<file path="src/hdl/xml_encoding_sniffer_macros.svh">
// ----------------------------------------------------------------------------
// Assertion macros for the encoding sniffer
// Implication checks on the rising clock edge, masked during reset.
// ----------------------------------------------------------------------------
`ifndef XML_ENCODING_SNIFFER_MACROS_SVH
`define XML_ENCODING_SNIFFER_MACROS_SVH

// same-cycle implication
`define XES_ASSERT_NOW(label, clk, rst_n, ante, cons, msg) \
    label: assert property (@(posedge clk) disable iff (!rst_n) (ante) |-> (cons)) \
        else $error(msg);

// next-cycle implication
`define XES_ASSERT_NEXT(label, clk, rst_n, ante, cons, msg) \
    label: assert property (@(posedge clk) disable iff (!rst_n) (ante) |=> (cons)) \
        else $error(msg);

`endif

</file>
<file path="src/hdl/xes_pkg.sv">
// ----------------------------------------------------------------------------
// Encoding sniffer package
// Parser phases, encoding codes, byte constants and the value classifier.
// ----------------------------------------------------------------------------
package xes_pkg;

    typedef enum logic [2:0] {
        PH_PREFIX  = 3'd0,
        PH_KEYWORD = 3'd1,
        PH_QUOTE   = 3'd2,
        PH_VALUE   = 3'd3,
        PH_DROP    = 3'd4
    } t_phase;

    typedef enum logic [2:0] {
        ENC_UTF8        = 3'd0,
        ENC_GB18030     = 3'd1,
        ENC_GB2312      = 3'd2,
        ENC_BIG5        = 3'd3,
        ENC_UNSUPPORTED = 3'd4
    } t_enc;

    typedef struct packed {
        logic valid;
        t_enc code;
    } t_result;

    localparam int LEAD_LEN    = 5;
    localparam int KEY_LEN     = 9;
    localparam int VALUE_SLOTS = 7;
    localparam int VALUE_SAT   = 8;

    typedef logic [VALUE_SLOTS-1:0][7:0] t_chars;

    localparam logic [7:0] CH_DQUOTE = 8'h22;
    localparam logic [7:0] CH_SQUOTE = 8'h27;
    localparam logic [7:0] CH_QMARK  = 8'h3F;
    localparam logic [7:0] CH_GT     = 8'h3E;
    localparam logic [7:0] CH_E      = 8'h65;

    // "<?xml" one byte at a time
    function automatic logic [7:0] lead_byte(input logic [2:0] idx);
        logic [7:0] b;
        case (idx)
            3'd0:    b = "<";
            3'd1:    b = "?";
            3'd2:    b = "x";
            3'd3:    b = "m";
            3'd4:    b = "l";
            default: b = 8'h00;
        endcase
        return b;
    endfunction

    // "encoding=" one byte at a time
    function automatic logic [7:0] key_byte(input logic [3:0] idx);
        logic [7:0] b;
        case (idx)
            4'd0:    b = "e";
            4'd1:    b = "n";
            4'd2:    b = "c";
            4'd3:    b = "o";
            4'd4:    b = "d";
            4'd5:    b = "i";
            4'd6:    b = "n";
            4'd7:    b = "g";
            4'd8:    b = "=";
            default: b = 8'h00;
        endcase
        return b;
    endfunction

    function automatic logic [7:0] fold_upper(input logic [7:0] c);
        return (c >= "a" && c <= "z") ? c - 8'd32 : c;
    endfunction

    // case-blind match of the stored value against the known names
    function automatic t_enc classify(input t_chars c, input logic [3:0] len);
        t_chars f;
        t_enc   e;
        for (int i = 0; i < VALUE_SLOTS; i++) begin
            f[i] = fold_upper(c[i]);
        end
        e = ENC_UNSUPPORTED;
        case (len)
            4'd7: if ({f[0], f[1], f[2], f[3], f[4], f[5], f[6]} == "GB18030")
                      e = ENC_GB18030;
            4'd6: if ({f[0], f[1], f[2], f[3], f[4], f[5]} == "GB2312")
                      e = ENC_GB2312;
            4'd5: if ({f[0], f[1], f[2], f[3], f[4]} == "UTF-8")
                      e = ENC_UTF8;
            4'd4: if ({f[0], f[1], f[2], f[3]} == "BIG5")
                      e = ENC_BIG5;
            4'd3: if ({f[0], f[1], f[2]} == "GBK")
                      e = ENC_GB18030;
            default: e = ENC_UNSUPPORTED;
        endcase
        return e;
    endfunction

endpackage

</file>
<file path="src/hdl/xes_parser.sv">
// ----------------------------------------------------------------------------
// Encoding sniffer parser
// Per-beat state machine: prefix check, keyword search, quoted value capture.
// ----------------------------------------------------------------------------
module xes_parser (
    input  logic             i_clk,
    input  logic             i_rst_n,
    input  logic             i_fire,
    input  logic [7:0]       i_byte_value,
    input  logic             i_is_last,
    output xes_pkg::t_result o_res
);

    xes_pkg::t_phase r_phase, n_phase;
    logic [2:0]      r_prefix_count, n_prefix_count;
    logic [3:0]      r_keyword_progress, n_keyword_progress;
    logic            r_quote_is_double, n_quote_is_double;
    logic [3:0]      r_value_length, n_value_length;
    xes_pkg::t_chars r_value_chars;

    logic          decided;
    xes_pkg::t_enc code;
    logic          wr_en;
    logic [7:0]    close_ch;

    // control state
    always_ff @(posedge i_clk) begin
        if (!i_rst_n) begin
            r_phase            <= xes_pkg::PH_PREFIX;
            r_prefix_count     <= '0;
            r_keyword_progress <= '0;
            r_quote_is_double  <= 1'b0;
            r_value_length     <= '0;
        end else begin
            r_phase            <= n_phase;
            r_prefix_count     <= n_prefix_count;
            r_keyword_progress <= n_keyword_progress;
            r_quote_is_double  <= n_quote_is_double;
            r_value_length     <= n_value_length;
        end
    end

    // value byte store, no reset
    always_ff @(posedge i_clk) begin
        if (wr_en) begin
            r_value_chars[r_value_length[2:0]] <= i_byte_value;
        end
    end

    assign close_ch = r_quote_is_double ? xes_pkg::CH_DQUOTE : xes_pkg::CH_SQUOTE;

    // next state and result
    always_comb begin
        n_phase            = r_phase;
        n_prefix_count     = r_prefix_count;
        n_keyword_progress = r_keyword_progress;
        n_quote_is_double  = r_quote_is_double;
        n_value_length     = r_value_length;
        decided            = 1'b0;
        code               = xes_pkg::ENC_UTF8;
        wr_en              = 1'b0;
        if (i_fire) begin
            unique case (r_phase)
                xes_pkg::PH_PREFIX: begin
                    if (r_prefix_count < 3'(xes_pkg::LEAD_LEN) &&
                        i_byte_value == xes_pkg::lead_byte(r_prefix_count)) begin
                        n_prefix_count = r_prefix_count + 3'd1;
                        if (r_prefix_count == 3'(xes_pkg::LEAD_LEN - 1)) begin
                            n_phase = xes_pkg::PH_KEYWORD;
                        end
                    end else begin
                        decided = 1'b1;
                    end
                end
                xes_pkg::PH_KEYWORD: begin
                    if (i_byte_value == xes_pkg::CH_QMARK || i_byte_value == xes_pkg::CH_GT) begin
                        decided = 1'b1;
                    end else if (r_keyword_progress < 4'(xes_pkg::KEY_LEN) &&
                                 i_byte_value == xes_pkg::key_byte(r_keyword_progress)) begin
                        n_keyword_progress = r_keyword_progress + 4'd1;
                        if (r_keyword_progress == 4'(xes_pkg::KEY_LEN - 1)) begin
                            n_phase = xes_pkg::PH_QUOTE;
                        end
                    end else begin
                        // restart, counting a fresh 'e'
                        n_keyword_progress = (i_byte_value == xes_pkg::CH_E) ? 4'd1 : 4'd0;
                    end
                end
                xes_pkg::PH_QUOTE: begin
                    if (i_byte_value == xes_pkg::CH_DQUOTE ||
                        i_byte_value == xes_pkg::CH_SQUOTE) begin
                        n_quote_is_double = (i_byte_value == xes_pkg::CH_DQUOTE);
                        n_value_length    = '0;
                        n_phase           = xes_pkg::PH_VALUE;
                    end else begin
                        decided = 1'b1;
                    end
                end
                xes_pkg::PH_VALUE: begin
                    if (i_byte_value == close_ch) begin
                        code    = xes_pkg::classify(r_value_chars, r_value_length);
                        decided = 1'b1;
                    end else begin
                        wr_en = (r_value_length < 4'(xes_pkg::VALUE_SLOTS));
                        if (r_value_length < 4'(xes_pkg::VALUE_SAT)) begin
                            n_value_length = r_value_length + 4'd1;
                        end
                    end
                end
                xes_pkg::PH_DROP: begin
                end
                default: begin
                end
            endcase

            // end of document before a decision
            if (!decided && i_is_last && r_phase != xes_pkg::PH_DROP) begin
                decided = 1'b1;
                code    = xes_pkg::ENC_UTF8;
            end

            if (i_is_last) begin
                n_phase            = xes_pkg::PH_PREFIX;
                n_prefix_count     = '0;
                n_keyword_progress = '0;
                n_quote_is_double  = 1'b0;
                n_value_length     = '0;
            end else if (decided) begin
                n_phase = xes_pkg::PH_DROP;
            end
        end
    end

    assign o_res.valid = decided;
    assign o_res.code  = code;

endmodule

</file>
<file path="src/hdl/xes_out_buf.sv">
// ----------------------------------------------------------------------------
// Encoding sniffer output buffer
// Result register with a skid stage; stalls the input only when the skid is full.
// ----------------------------------------------------------------------------
module xes_out_buf (
    input  logic             i_clk,
    input  logic             i_rst_n,
    input  xes_pkg::t_result i_res,
    input  logic             i_stall,
    output logic             o_valid,
    output logic [2:0]       o_encoding,
    output logic             o_full
);

    logic          r_out_v, r_skid_v;
    xes_pkg::t_enc r_out_d, r_skid_d;
    logic          pop;

    assign pop = r_out_v && !i_stall;

    // valid flags
    always_ff @(posedge i_clk) begin
        if (!i_rst_n) begin
            r_out_v  <= 1'b0;
            r_skid_v <= 1'b0;
        end else begin
            if (!r_out_v) begin
                r_out_v <= i_res.valid;
            end else if (pop) begin
                if (r_skid_v) begin
                    r_skid_v <= 1'b0;
                end else begin
                    r_out_v <= i_res.valid;
                end
            end else if (i_res.valid) begin
                r_skid_v <= 1'b1;
            end
        end
    end

    // payload
    always_ff @(posedge i_clk) begin
        if (!r_out_v || pop) begin
            r_out_d <= r_skid_v ? r_skid_d : i_res.code;
        end
        if (r_out_v && !pop && i_res.valid) begin
            r_skid_d <= i_res.code;
        end
    end

    assign o_valid    = r_out_v;
    assign o_encoding = r_out_d;
    assign o_full     = r_skid_v;

endmodule

</file>
<file path="src/hdl/xml_encoding_sniffer.sv">
// A result beat is registered in the output buffer (or its skid stage) from the byte that decides it.
// Throughput: one byte per cycle while o_stall is low; the parser state updates in the accept cycle.
// A skid stage keeps input flowing while one result waits downstream.
// Reset (synchronous, active low) returns the parser to the prefix phase and
// empties the output buffer; the value byte store is not cleared.
// ----------------------------------------------------------------------------
// XML encoding sniffer
// Reads a document byte stream and reports its declared encoding once.
// ----------------------------------------------------------------------------
`include "xml_encoding_sniffer_macros.svh"

module xml_encoding_sniffer (
    input  logic       i_clk,
    input  logic       i_rst_n,
    input  logic       i_valid,
    output logic       o_stall,
    input  logic [7:0] i_byte_value,
    input  logic       i_is_last,
    output logic       o_valid,
    input  logic       i_stall,
    output logic [2:0] o_encoding
);

    xes_pkg::t_result res;
    logic             fire;

    assign fire = i_valid && !o_stall;

    xes_parser u_parser (
        .i_clk        (i_clk),
        .i_rst_n      (i_rst_n),
        .i_fire       (fire),
        .i_byte_value (i_byte_value),
        .i_is_last    (i_is_last),
        .o_res        (res)
    );

    xes_out_buf u_out_buf (
        .i_clk      (i_clk),
        .i_rst_n    (i_rst_n),
        .i_res      (res),
        .i_stall    (i_stall),
        .o_valid    (o_valid),
        .o_encoding (o_encoding),
        .o_full     (o_stall)
    );

    // skid in use only behind a held result
    `XES_ASSERT_NOW(a_skid_behind_out, i_clk, i_rst_n, o_stall, o_valid, "skid without result")
    // no result is produced while the skid is full
    `XES_ASSERT_NOW(a_no_push_full, i_clk, i_rst_n, res.valid, !o_stall, "result lost")
    // a result behind a stalled one lands in the skid
    `XES_ASSERT_NEXT(a_skid_fill, i_clk, i_rst_n, res.valid && o_valid && i_stall,
        o_stall, "skid not filled")

endmodule

</file>
<file path="config.mk">
export PLATFORM = sky130hd
export DESIGN_NAME = xml_encoding_sniffer
export DESIGN_NICKNAME = d
export VERILOG_FILES = /design/src/hdl/xes_pkg.sv /design/src/hdl/xes_parser.sv /design/src/hdl/xes_out_buf.sv /design/src/hdl/xml_encoding_sniffer.sv
export VERILOG_INCLUDE_DIRS = /design/src /design/src/hdl
export SDC_FILE = /design/constraint.sdc
export NUM_CORES = 1
export LEC_CHECK = 0
export BUFFER_PORTS_ARGS = -buffer_cell sky130_fd_sc_hd__buf_2
export CAP_MARGIN = 20
export CORE_MARGIN = 5
export CORE_UTILIZATION = 55
export CTS_BUF_LIST = sky130_fd_sc_hd__clkbuf_4 sky130_fd_sc_hd__clkbuf_8
export DETAILED_ROUTE_END_ITERATION = 8
export GPL_TIMING_DRIVEN = 0
export PLACE_DENSITY = 0.85
export SETUP_SLACK_MARGIN = 0.4
export SYNTH_ARGS = -nofsm -noshare
export SYNTH_HDL_FRONTEND = slang
export SYNTH_SLANG_ARGS = --single-unit
export TNS_END_PERCENT = 1
</file>
<file path="constraint.sdc">
create_clock -name i_clk -period 2.9 [get_ports i_clk]
set_clock_uncertainty 0.2 [all_clocks]
set_input_delay 0.435 -clock i_clk [delete_from_list [all_inputs] [get_ports i_clk]]
set_output_delay 0.435 -clock i_clk [all_outputs]
set_load 0.02 [all_outputs]
</file>
==> flow_metrics.env, run 1 <==
export IMPL_outcome="completed"
export IMPL_avgSynthCellArea_sq_um=11.02
export IMPL_synth_compound_area_share_pct=12.17
export IMPL_synth_xor_area_share_pct=2.350
export IMPL_synth_area_leaders="edfxtp_1 (42%), dfxtp_1 (11%), ha_1 (5.3%), nand2_1 (2.4%), inv_1 (2.0%)"
export IMPL_htreeDepth=3
export IMPL_clk_pin_slew_ns=0.10
export IMPL_synthArstFlopShare_pct=0
export IMPL_placed_cells=524
export IMPL_core_area_sq_mm=0.007807
export IMPL_cp_data_arrival_time_ns=2.50
export IMPL_synth_top_cell_by_area="edfxtp_1"
export IMPL_sw_frac_of_total_pct=24.64
export IMPL_final_cell_mix="edfxtp_1 (62), nand2_1 (28), inv_1 (23), nor2_1 (20), buf_4 (20)"
export IMPL_dr_pass1_iters=5
export IMPL_p_int_mw=1.789
export IMPL_slew_headroom_pct=49.19
export IMPL_diodes=0
export IMPL_area_growth_pct=20.92
export IMPL_hp_start="i_byte_value[0]"
export IMPL_power_frac_seq_pct=55.9
export IMPL_timing_hold_ws_ns=0.1674
export IMPL_die_h_microns=100.2
export IMPL_yosys_cell_types_count=69
export IMPL_wire_per_inst_microns=20.56
export IMPL_ir_worst_vdd_mv=0.2419
export IMPL_hp_class="in2reg"
export IMPL_final_layout_size_suffix_gt1_share_pct=24.84
export IMPL_powerDensity_mw_per_mm2=439.0
export IMPL_synth_top_family_by_area="simple AND/OR/NAND/NOR gates"
export IMPL_holdPathEnd="u_parser.r_value_chars[8]"
export IMPL_reg2reg_depth=9
export IMPL_die_w_microns=100.2
export IMPL_slew_violations=0
export IMPL_period_share_pct=89.27
export IMPL_antenna_found_initial=0
export IMPL_criticalPathCategory="reg2reg"
export IMPL_synthCells=406
export IMPL_switching_power_uw=585.1
export IMPL_max_freq_mhz=386.3
export IMPL_cts_tree="yes"
export IMPL_end_kind="flip-flop"
export IMPL_synth_nets=438
export IMPL_synth_fa_ha_area_share_pct=5.315
export IMPL_critPathRequiredTime_ns=2.81
export IMPL_std_cell_rows=32
export IMPL_fin_crit_ns=2.589
export IMPL_dp_hpwl_mm=6.709
export IMPL_reg2reg_to="u_out_buf.o_encoding[2]"
export IMPL_startpoint_type="flip-flop"
export IMPL_grt_pass1_wl_mm=17.74
export IMPL_final_common_cell="edfxtp_1"
export IMPL_vias=3591
export IMPL_finalSetupViolations=0
export IMPL_grt_max_degree=18
export IMPL_clkSinkCount=86
export IMPL_yosysSeqAreaShare_pct=52.36
export IMPL_cts_buffers=9
export IMPL_synth_area_mux_share_pct=1.343
export IMPL_synthSimpleGateAreaFrac_pct=23.19
export IMPL_drt_iter0_markers=328
export IMPL_io_buffers=16
export IMPL_overflow=0
export IMPL_drc_errors=0
export IMPL_max_cap_violations=0
export IMPL_tightest_slew_ns=0.7621
export IMPL_rsz0062_at_grt="yes"
export IMPL_reg2reg_slack_ns=0.31
export IMPL_synth_warning_count=0
export IMPL_fin_nets=486
export IMPL_grt_pass1_vias=3522
export IMPL_critical_path_max_fanout=3
export IMPL_grt_usage_pct=22.71
export IMPL_power_leakage_nw=1.895
export IMPL_fin_cells=561
export IMPL_io_pin_count=18
export IMPL_synth_seq_cells=86
export IMPL_synth_top_area_share_pct=41.62
export IMPL_yosys_most_used_dff="edfxtp_1"
export IMPL_globalplace_congestion=0.9188
export IMPL_whs_path_depth=1
export IMPL_clock_path_buffers=2
export IMPL_worstSkewPairLatency_ns=0.37
export IMPL_netlist_area_sq_mm=0.004473
export IMPL_combinationalPowerShare_pct=6.4
export IMPL_synth_edf_count=62
export IMPL_routed_wl_mm=11.54
export IMPL_hold_violations=0
export IMPL_via_per_inst=6.401
export IMPL_power_frac_clock_pct=37.7
export IMPL_antenna_left=0
export IMPL_tns_ns=0
export IMPL_start_util_pct=57.29
export IMPL_r2r_start="u_parser.r_value_chars[5]"
export IMPL_cts_root_buf="clkbuf_8"
export IMPL_die_area_sq_mm=0.01004
## synth_stat cells, types with 9 or more instances
cell and n:
nand3_1 17, ha_1 19, o21ai_0 15, edfxtp_1 62, nor3_1 13, nand2_1 29, nor2_1 21, nor4b_1 9
a21oi_1 13, inv_1 24, dfxtp_1 24, nor3b_1 11, nor2b_1 9
## kinds of logic after synthesis
group	count (synthesis)
AND/OR/NAND/NOR	170
multiplexers	6
XOR/XNOR	12
AO/OA/AOI/OAI	77
flip-flops	86
buffers and inverters	36
adder cells (fa/ha/maj)	19
## per-stage QoR
step	setup WS, ns	util, %	total power, mW	area (sq um)
after CTS	0.3362	66.30	2.359	5176
after global placement	-0.5857	60.14	1.477	4696
final	0.3113	69.28	2.374	5409
after detailed placement	-0.8411	60.14	1.481	4696
after global routing	0.2058	69.28	2.456	5409
after floorplan	0.2211	-	1.428	4488
## what timing repair did
item                                    in CTS  in global routing
hold buffers                                 0                  0
resized for setup                           30                 46
setup buffers                               16                  5
endpoints found under the setup margin      75                 80
pin swaps                                    9                  8
## worst max-delay path: stages (launching register included)
cell	delay, ns
edfxtp_1	0.35
inv_1	0.06
ha_1	0.20
xnor2_1	0.28
a31oi_2	0.25
nor4_4	0.30
a21boi_0	0.16
o21a_1	0.22
a31oi_2	0.18
a32oi_1	0.12
## layout make-up
type / instances / area [sq um]
buffer: 11 / 60.06
clock buffer: 9 / 123.9
clock inverter: 7 / 86.33
fill: 541 / 2399
inverter: 25 / 97.59
multi-input combinational: 284 / 2292
sequential: 86 / 2356
tap: 102 / 127.6
timing repair buffer: 37 / 265.3
## metal layers
metal / wire, microns / up-vias / track usage, %
met5: 0 / - / 0
met2: 5834 / 188 / 38.02
li1: - / 1648 / -
met4: 425 / 0 / 9.845
met3: 918 / 47 / 4.656
met1: 4359 / 1708 / 28.48
## power by group through the flow
stage / registers, mW / logic [mW] / clock network, mW
floorplan: 1.36 / 0.0671 / 0
global placement: 1.36 / 0.122 / 0
detailed placement: 1.36 / 0.125 / 0
CTS: 1.33 / 0.134 / 0.897
global route: 1.33 / 0.164 / 0.964
finish: 1.33 / 0.152 / 0.896
## how the worst max path moves through the flow
stage	startpoint	endpoint	slack, ns	depth (start not counted)
after CTS	u_parser.r_value_chars[11]	u_out_buf.r_skid_d[0]	0.34	9
after detailed placement	i_byte_value[2]	u_parser.r_value_chars[24]	-0.84	7
final	u_parser.r_value_chars[5]	u_out_buf.o_encoding[2]	0.31	9
after global placement	i_byte_value[2]	u_parser.r_value_chars[26]	-0.59	7
after floorplan	i_byte_value[0]	u_parser.r_value_chars[10]	0.22	6
after global routing	u_parser.r_value_chars[13]	u_out_buf.o_encoding[2]	0.21	9
## sequential cells by signal (all words and copies together), names as in the netlist, 3 cells and up, named ones only
signal / cells
u_out_buf.o_encoding: 3
u_parser.r_prefix_count: 3
u_parser.r_phase: 3
u_parser.r_value_chars: 56
u_out_buf.r_skid_d: 3
u_parser.r_value_length: 4
u_parser.r_keyword_progress: 4
Power figures use the tool's default switching activity.
==> inputs of run 2 (changes only) <==
PLACE_DENSITY = 0.82   (was 0.85)
clock period = 3.2 ns   (was 2.9 ns; I/O delays follow)
==> run 2 against run 1 <==
Against the previous run: highest routed layer unchanged; critical path depth fell by 1; die area did not move; cell count fell by 2.9%; maximum frequency fell by 11%; non-clock buffer count fell by 16; worst setup slack got worse by 0.0068 ns; hold slack improved by 0.028 ns; power fell by 7.6%.
==> flow_metrics.env, run 2 (synthesized netlist as in run 1, its figures left out) <==
export IMPL_outcome="completed"
export IMPL_top_layer="met4"
export IMPL_wl_met1_mm=4.119
export IMPL_clock_path_buffers=2
export IMPL_fin_crit_ns=2.896
export IMPL_critical_path_max_fanout=9
export IMPL_wl_met2_mm=4.896
export IMPL_final_layout_size_suffix_gt1_share_pct=14.45
export IMPL_crit_family="simple AND/OR/NAND/NOR gates"
export IMPL_cts_tree="yes"
export IMPL_max_cap_violations=0
export IMPL_power_leakage_nw=1.758
export IMPL_routed_wl_met3_microns=650
export IMPL_via_per_inst=6.312
export IMPL_drt_iter0_markers=200
export IMPL_dp_hpwl_mm=6.771
export IMPL_grt_pass1_wl_mm=16.27
export IMPL_core_area_sq_mm=0.007807
export IMPL_critPathBufInv=2
export IMPL_clkSinkCount=86
export IMPL_grt_max_degree=17
export IMPL_max_stage_delay_ns=0.48
export IMPL_htreeDepth=3
export IMPL_antenna_left=0
export IMPL_grt_pass1_vias=3384
export IMPL_rsz0062_at_grt="yes"
export IMPL_cp_data_arrival_time_ns=2.78
export IMPL_total_power_mw=2.194
export IMPL_cts_root_buf="clkbuf_8"
export IMPL_io_buffers=16
export IMPL_crit_slowest_cell="a2111oi_1"
export IMPL_powerDensity_mw_per_mm2=434.3
export IMPL_final_common_cell="edfxtp_1"
export IMPL_critPathRequiredTime_ns=3.08
export IMPL_vias=3440
export IMPL_die_area_sq_mm=0.01004
export IMPL_cpMostUsedCell="nand2_1"
export IMPL_routed_wl_mm=9.981
export IMPL_hold_violations=0
export IMPL_clk_pin_slew_ns=0.10
export IMPL_ir_worst_vdd_mv=0.2479
export IMPL_slew_headroom_pct=49.62
export IMPL_end_kind="flip-flop"
export IMPL_start_util_pct=57.29
export IMPL_drc_errors=0
export IMPL_die_h_microns=100.2
export IMPL_tightest_slew_ns=0.7557
export IMPL_grt_usage_pct=20.76
export IMPL_largest_reg_flops=56
export IMPL_globalplace_congestion=0.9058
export IMPL_hp_class="in2reg"
export IMPL_cts_buffers=9
export IMPL_tns_ns=0
export IMPL_worstSkewPairLatency_ns=0.37
export IMPL_fin_nets=470
export IMPL_dr_pass1_iters=5
export IMPL_wire_per_inst_microns=18.31
export IMPL_area_growth_pct=12.95
export IMPL_final_cell_mix="edfxtp_1 (62), nand2_1 (29), inv_1 (24), dfxtp_1 (22), nor2_1 (21)"
export IMPL_antenna_found_initial=0
export IMPL_period_share_pct=90.49
export IMPL_max_freq_mhz=345.4
export IMPL_overflow=0
export IMPL_hold_buffers=0
export IMPL_die_w_microns=100.2
export IMPL_diodes=0
export IMPL_cp_cell_sequence="ha_1 > clkbuf_1 > nand2_1 > nand2_1 > a2111oi_1 > nand2_1 > nor3b_4 > buf_12"
export IMPL_slew_violations=0
export IMPL_std_cell_rows=32
export IMPL_criticalPathCategory="reg2reg"
export IMPL_startpoint_type="flip-flop"
export IMPL_finalSetupViolations=0
export IMPL_io_pin_count=18
-- run 2: cell count changes in the layout (fill, tap and decap cells not counted), sizes merged --
cell	previous run	this run
bufinv	1	2
buf	41	25
clkinv	2	3
clkinvlp	2	0
-- run 2: repair_timing --
item                                    CTS  global route
endpoints found under the setup margin   49            74
resized for setup                        10             7
buffers inserted                          3             2
pin swaps                                 2             1
-- run 2: stage by stage --
step	cell area (sq um)	instances	utilization, %	hold WS [ns]	setup slack [ns]
after CTS	5000	543	64.04	0.2025	0.3239
after global routing	5052	545	64.71	0.2094	0.2443
after floorplan	4478	406	-	0.2989	0.3524
after global placement	4686	524	60.02	0.3035	-0.4910
after detailed placement	4686	524	60.02	0.3117	-0.5278
final	5052	545	64.71	0.1954	0.3045
-- run 2: final cells by class --
cell class / count / area (sq um)
fillers: 606 / 2755
flip-flops and latches: 86 / 2345
multi-input cells: 284 / 2052
repair buffers: 21 / 155.1
well taps: 102 / 127.6
clock buffers: 9 / 123.9
clock inverters: 7 / 102.6
inverters: 25 / 93.84
plain buffers: 11 / 52.55
-- run 2: path summary, 6_finish.rpt --
path                               from                         end  slack [ns]  depth (start not counted)
max          u_parser.r_value_length[1]  u_parser.r_value_chars[45]        0.30                          8
min                     i_byte_value[0]  u_parser.r_value_chars[24]        0.20                          1
max reg2reg  u_parser.r_value_length[1]  u_parser.r_value_chars[45]        0.30                          8
min reg2reg  u_parser.r_prefix_count[0]  u_parser.r_prefix_count[0]        0.33                          2
-- run 2: metal layers --
layer  vias up  track usage (%)
li1       1615                -
met1      1633            26.06
met2       158            34.35
met3        34            4.239
met4         0            9.741
met5         -                0
-- run 2: worst register-to-register path: cells and delay by family (launching register included) --
kind / cells / cell delay (ns)
and+or+nand+nor: 4 / 0.84
DFF: 1 / 0.45
buffers and inverters: 2 / 0.38
AOI/OAI and AO/OA: 1 / 0.48
adders and majority gates: 1 / 0.25
-- run 2: report_power, final --
| part | switching, mW | internal (mW) | leakage [nW] |
|---|---|---|---|
| combinational | 0.0778 | 0.0369 | 0.876 |
| sequential | 0.00711 | 1.20 | 0.766 |
| clock | 0.425 | 0.451 | 0.116 |
| total | 0.510 | 1.68 | 1.76 |
==> inputs of run 3 (changes only) <==
CORE_ASPECT_RATIO = 0.7   (was unset)
==> run 3 against run 2 <==
Against the previous run: non-clock buffer count up 1; power fell by 7.8%; sequential power barely moved; global-route usage rose by 0.10 points; first-iteration DRC count is 66% higher; utilization down 1.0 points; wire length rose by 4.5%; combinational power up 7%; worst setup slack better by 0.12 ns; via count increased by 1.7%; register-to-register slack gained 0.12 ns; critical path type unchanged; largest cell class unchanged.
==> flow_metrics.env, run 3 (synthesized netlist as in run 1, its figures left out) <==
export IMPL_r2r_start="u_parser.r_value_length[1]"
export IMPL_area_growth_pct=12.59
export IMPL_routed_wl_mm=10.43
export IMPL_outcome="completed"
export IMPL_slew_headroom_pct=53.79
export IMPL_cts_root_buf="clkbuf_8"
export IMPL_max_freq_mhz=359.9
export IMPL_cpMostUsedCell="nand2_1"
export IMPL_clk_pin_slew_ns=0.09
export IMPL_cts_buffers=9
export IMPL_via_per_inst=6.422
export IMPL_period_share_pct=86.84
export IMPL_wire_per_inst_microns=19.13
export IMPL_hold_buffers=0
export IMPL_clkSinkCount=86
export IMPL_core_area_sq_mm=0.007905
export IMPL_cp_data_arrival_time_ns=2.65
export IMPL_endpoint="u_parser.r_value_chars[45]"
export IMPL_grt_usage_pct=20.86
export IMPL_finalSetupViolations=0
export IMPL_tightest_slew_ns=0.6931
export IMPL_die_w_microns=117.8
export IMPL_startpoint="u_parser.r_value_length[1]"
export IMPL_crit_slowest_cell="dfxtp_1"
export IMPL_globalplace_congestion=0.8937
export IMPL_ir_worst_vdd_mv=0.2702
export IMPL_diodes=0
export IMPL_dp_hpwl_mm=7.267
export IMPL_fin_crit_ns=2.779
export IMPL_powerDensity_mw_per_mm2=401.5
export IMPL_largest_reg_flops=56
export IMPL_clock_path_buffers=2
export IMPL_end_kind="flip-flop"
export IMPL_drt_iter0_markers=331
export IMPL_dr_pass1_iters=5
export IMPL_die_h_microns=85.45
export IMPL_hp_class="in2reg"
export IMPL_final_cell_mix="edfxtp_1 (62), nand2_1 (29), inv_1 (24), dfxtp_1 (21), nor2_1 (20)"
export IMPL_reg2reg_to="u_parser.r_value_chars[45]"
export IMPL_crit_family="simple AND/OR/NAND/NOR gates"
export IMPL_critical_path_max_fanout=9
export IMPL_grt_max_degree=16
export IMPL_grt_pass1_vias=3222
export IMPL_fill_cells=623
export IMPL_max_cap_violations=0
export IMPL_worstSkewPairLatency_ns=0.36
export IMPL_max_stage_delay_ns=0.45
export IMPL_antenna_left=0
export IMPL_hold_violations=0
export IMPL_total_power_mw=2.022
export IMPL_path_depth=8
export IMPL_fin_nets=471
export IMPL_rsz0062_at_grt="yes"
export IMPL_io_buffers=16
export IMPL_power_leakage_nw=1.739
export IMPL_criticalPathCategory="reg2reg"
export IMPL_slew_violations=0
export IMPL_drc_errors=0
export IMPL_finalInstanceArea_sq_mm=0.005036
export IMPL_critPathRequiredTime_ns=3.07
export IMPL_final_layout_size_suffix_gt1_share_pct=17.34
export IMPL_reg2reg_slack_ns=0.42
export IMPL_std_cell_rows=27
export IMPL_postPlaceCellArea_sq_mm=0.004690
export IMPL_cp_cell_sequence="ha_1 > clkbuf_1 > nand2_1 > nand2_1 > a2111oi_2 > nand2_1 > nor3b_2 > buf_2"
export IMPL_start_util_pct=56.58
export IMPL_startpoint_type="flip-flop"
export IMPL_die_area_sq_mm=0.01007
export IMPL_antenna_found_initial=0
export IMPL_io_pin_count=18
export IMPL_overflow=0
export IMPL_reg2reg_depth=8
export IMPL_vias=3500
export IMPL_final_common_cell="edfxtp_1"
export IMPL_htreeDepth=3
export IMPL_critPathBufInv=2
export IMPL_cts_tree="yes"
export IMPL_grt_pass1_wl_mm=16.77
-- run 3: changes by cell type in the layout (fill, tap and decap cells not counted), sizes merged --
cell / before / now
bufinv: 2 / 0
clkbuf: 16 / 18
clkinv: 3 / 5
inv: 27 / 26
-- run 3: metrics by stage --
stage | hold WS (ns) | setup WS [ns] | std cells | TNS [ns] | util, %
floorplan | 0.2989 | 0.3524 | 406 | 0 | -
global placement | 0.3058 | -0.4737 | 523 | -11.99 | 59.26
detailed placement | 0.3174 | -0.5151 | 524 | -9.852 | 59.32
CTS | 0.2146 | 0.3028 | 540 | 0 | 61.89
global route | 0.2252 | 0.2952 | 545 | 0 | 63.71
finish | 0.2192 | 0.4212 | 545 | 0 | 63.71
-- run 3: worst register-to-register path: cells and delay by family (launching register included) --
family / cells / cell delay (ns)
adder cells (fa/ha/maj): 1 / 0.25
AND/OR/NAND/NOR: 4 / 0.75
flip-flops: 1 / 0.45
AO/OA/AOI/OAI: 1 / 0.40
buffers and inverters: 2 / 0.46
-- run 3: how the worst min path moves through the flow --
stage | startpoint | to | cells past startpoint
2_1_floorplan | u_out_buf.r_skid_d[1] | u_out_buf.o_encoding[1] | 1
3_5_place_dp | u_out_buf.o_valid | u_out_buf.o_valid | 2
4_1_cts | i_byte_value[0] | u_parser.r_value_chars[8] | 1
6_report | i_byte_value[0] | u_parser.r_value_chars[8] | 1
3_3_place_gp | u_out_buf.r_skid_d[1] | u_out_buf.o_encoding[1] | 1
5_1_grt | i_byte_value[0] | u_parser.r_value_chars[8] | 1
-- run 3: timing repair --
| action | in CTS | in global routing |
|---|---|---|
| gates resized for setup | 7 | 27 |
| pin swaps | 0 | 4 |
| endpoints found under the setup margin | 51 | 76 |
| setup buffers | 0 | 5 |
| cloned | 0 | 0 |
| endpoints found under the hold margin | 0 | 0 |
-- run 3: layout make-up --
cell class              instances  area, sq um  area share [%]
plain buffers                  11        55.05           1.093
clock buffers                  10        131.4           2.609
clock inverters                 6        45.04          0.8944
inverters                      25        93.84           1.863
multi-input cells             284         2113           41.96
flip-flops and latches         86         2346           46.58
well taps                     101        126.4           2.509
repair buffers                 22        125.1           2.484
-- run 3: metal layers --
| metal | track usage, % | share of wire, % | up-vias |
|---|---|---|---|
| li1 | - | - | 1618 |
| met1 | 30.43 | 45 | 1706 |
| met2 | 30.90 | 44 | 159 |
| met3 | 5.596 | 9.1 | 17 |
| met4 | 5.208 | 1.3 | 0 |
| met5 | 0 | 0 | - |
-- run 3: where the power goes --
part           total [mW]  internal [mW]  switching [mW]
combinational       0.123         0.0400          0.0834
clock               0.695          0.296           0.399
sequential           1.20           1.20         0.00760
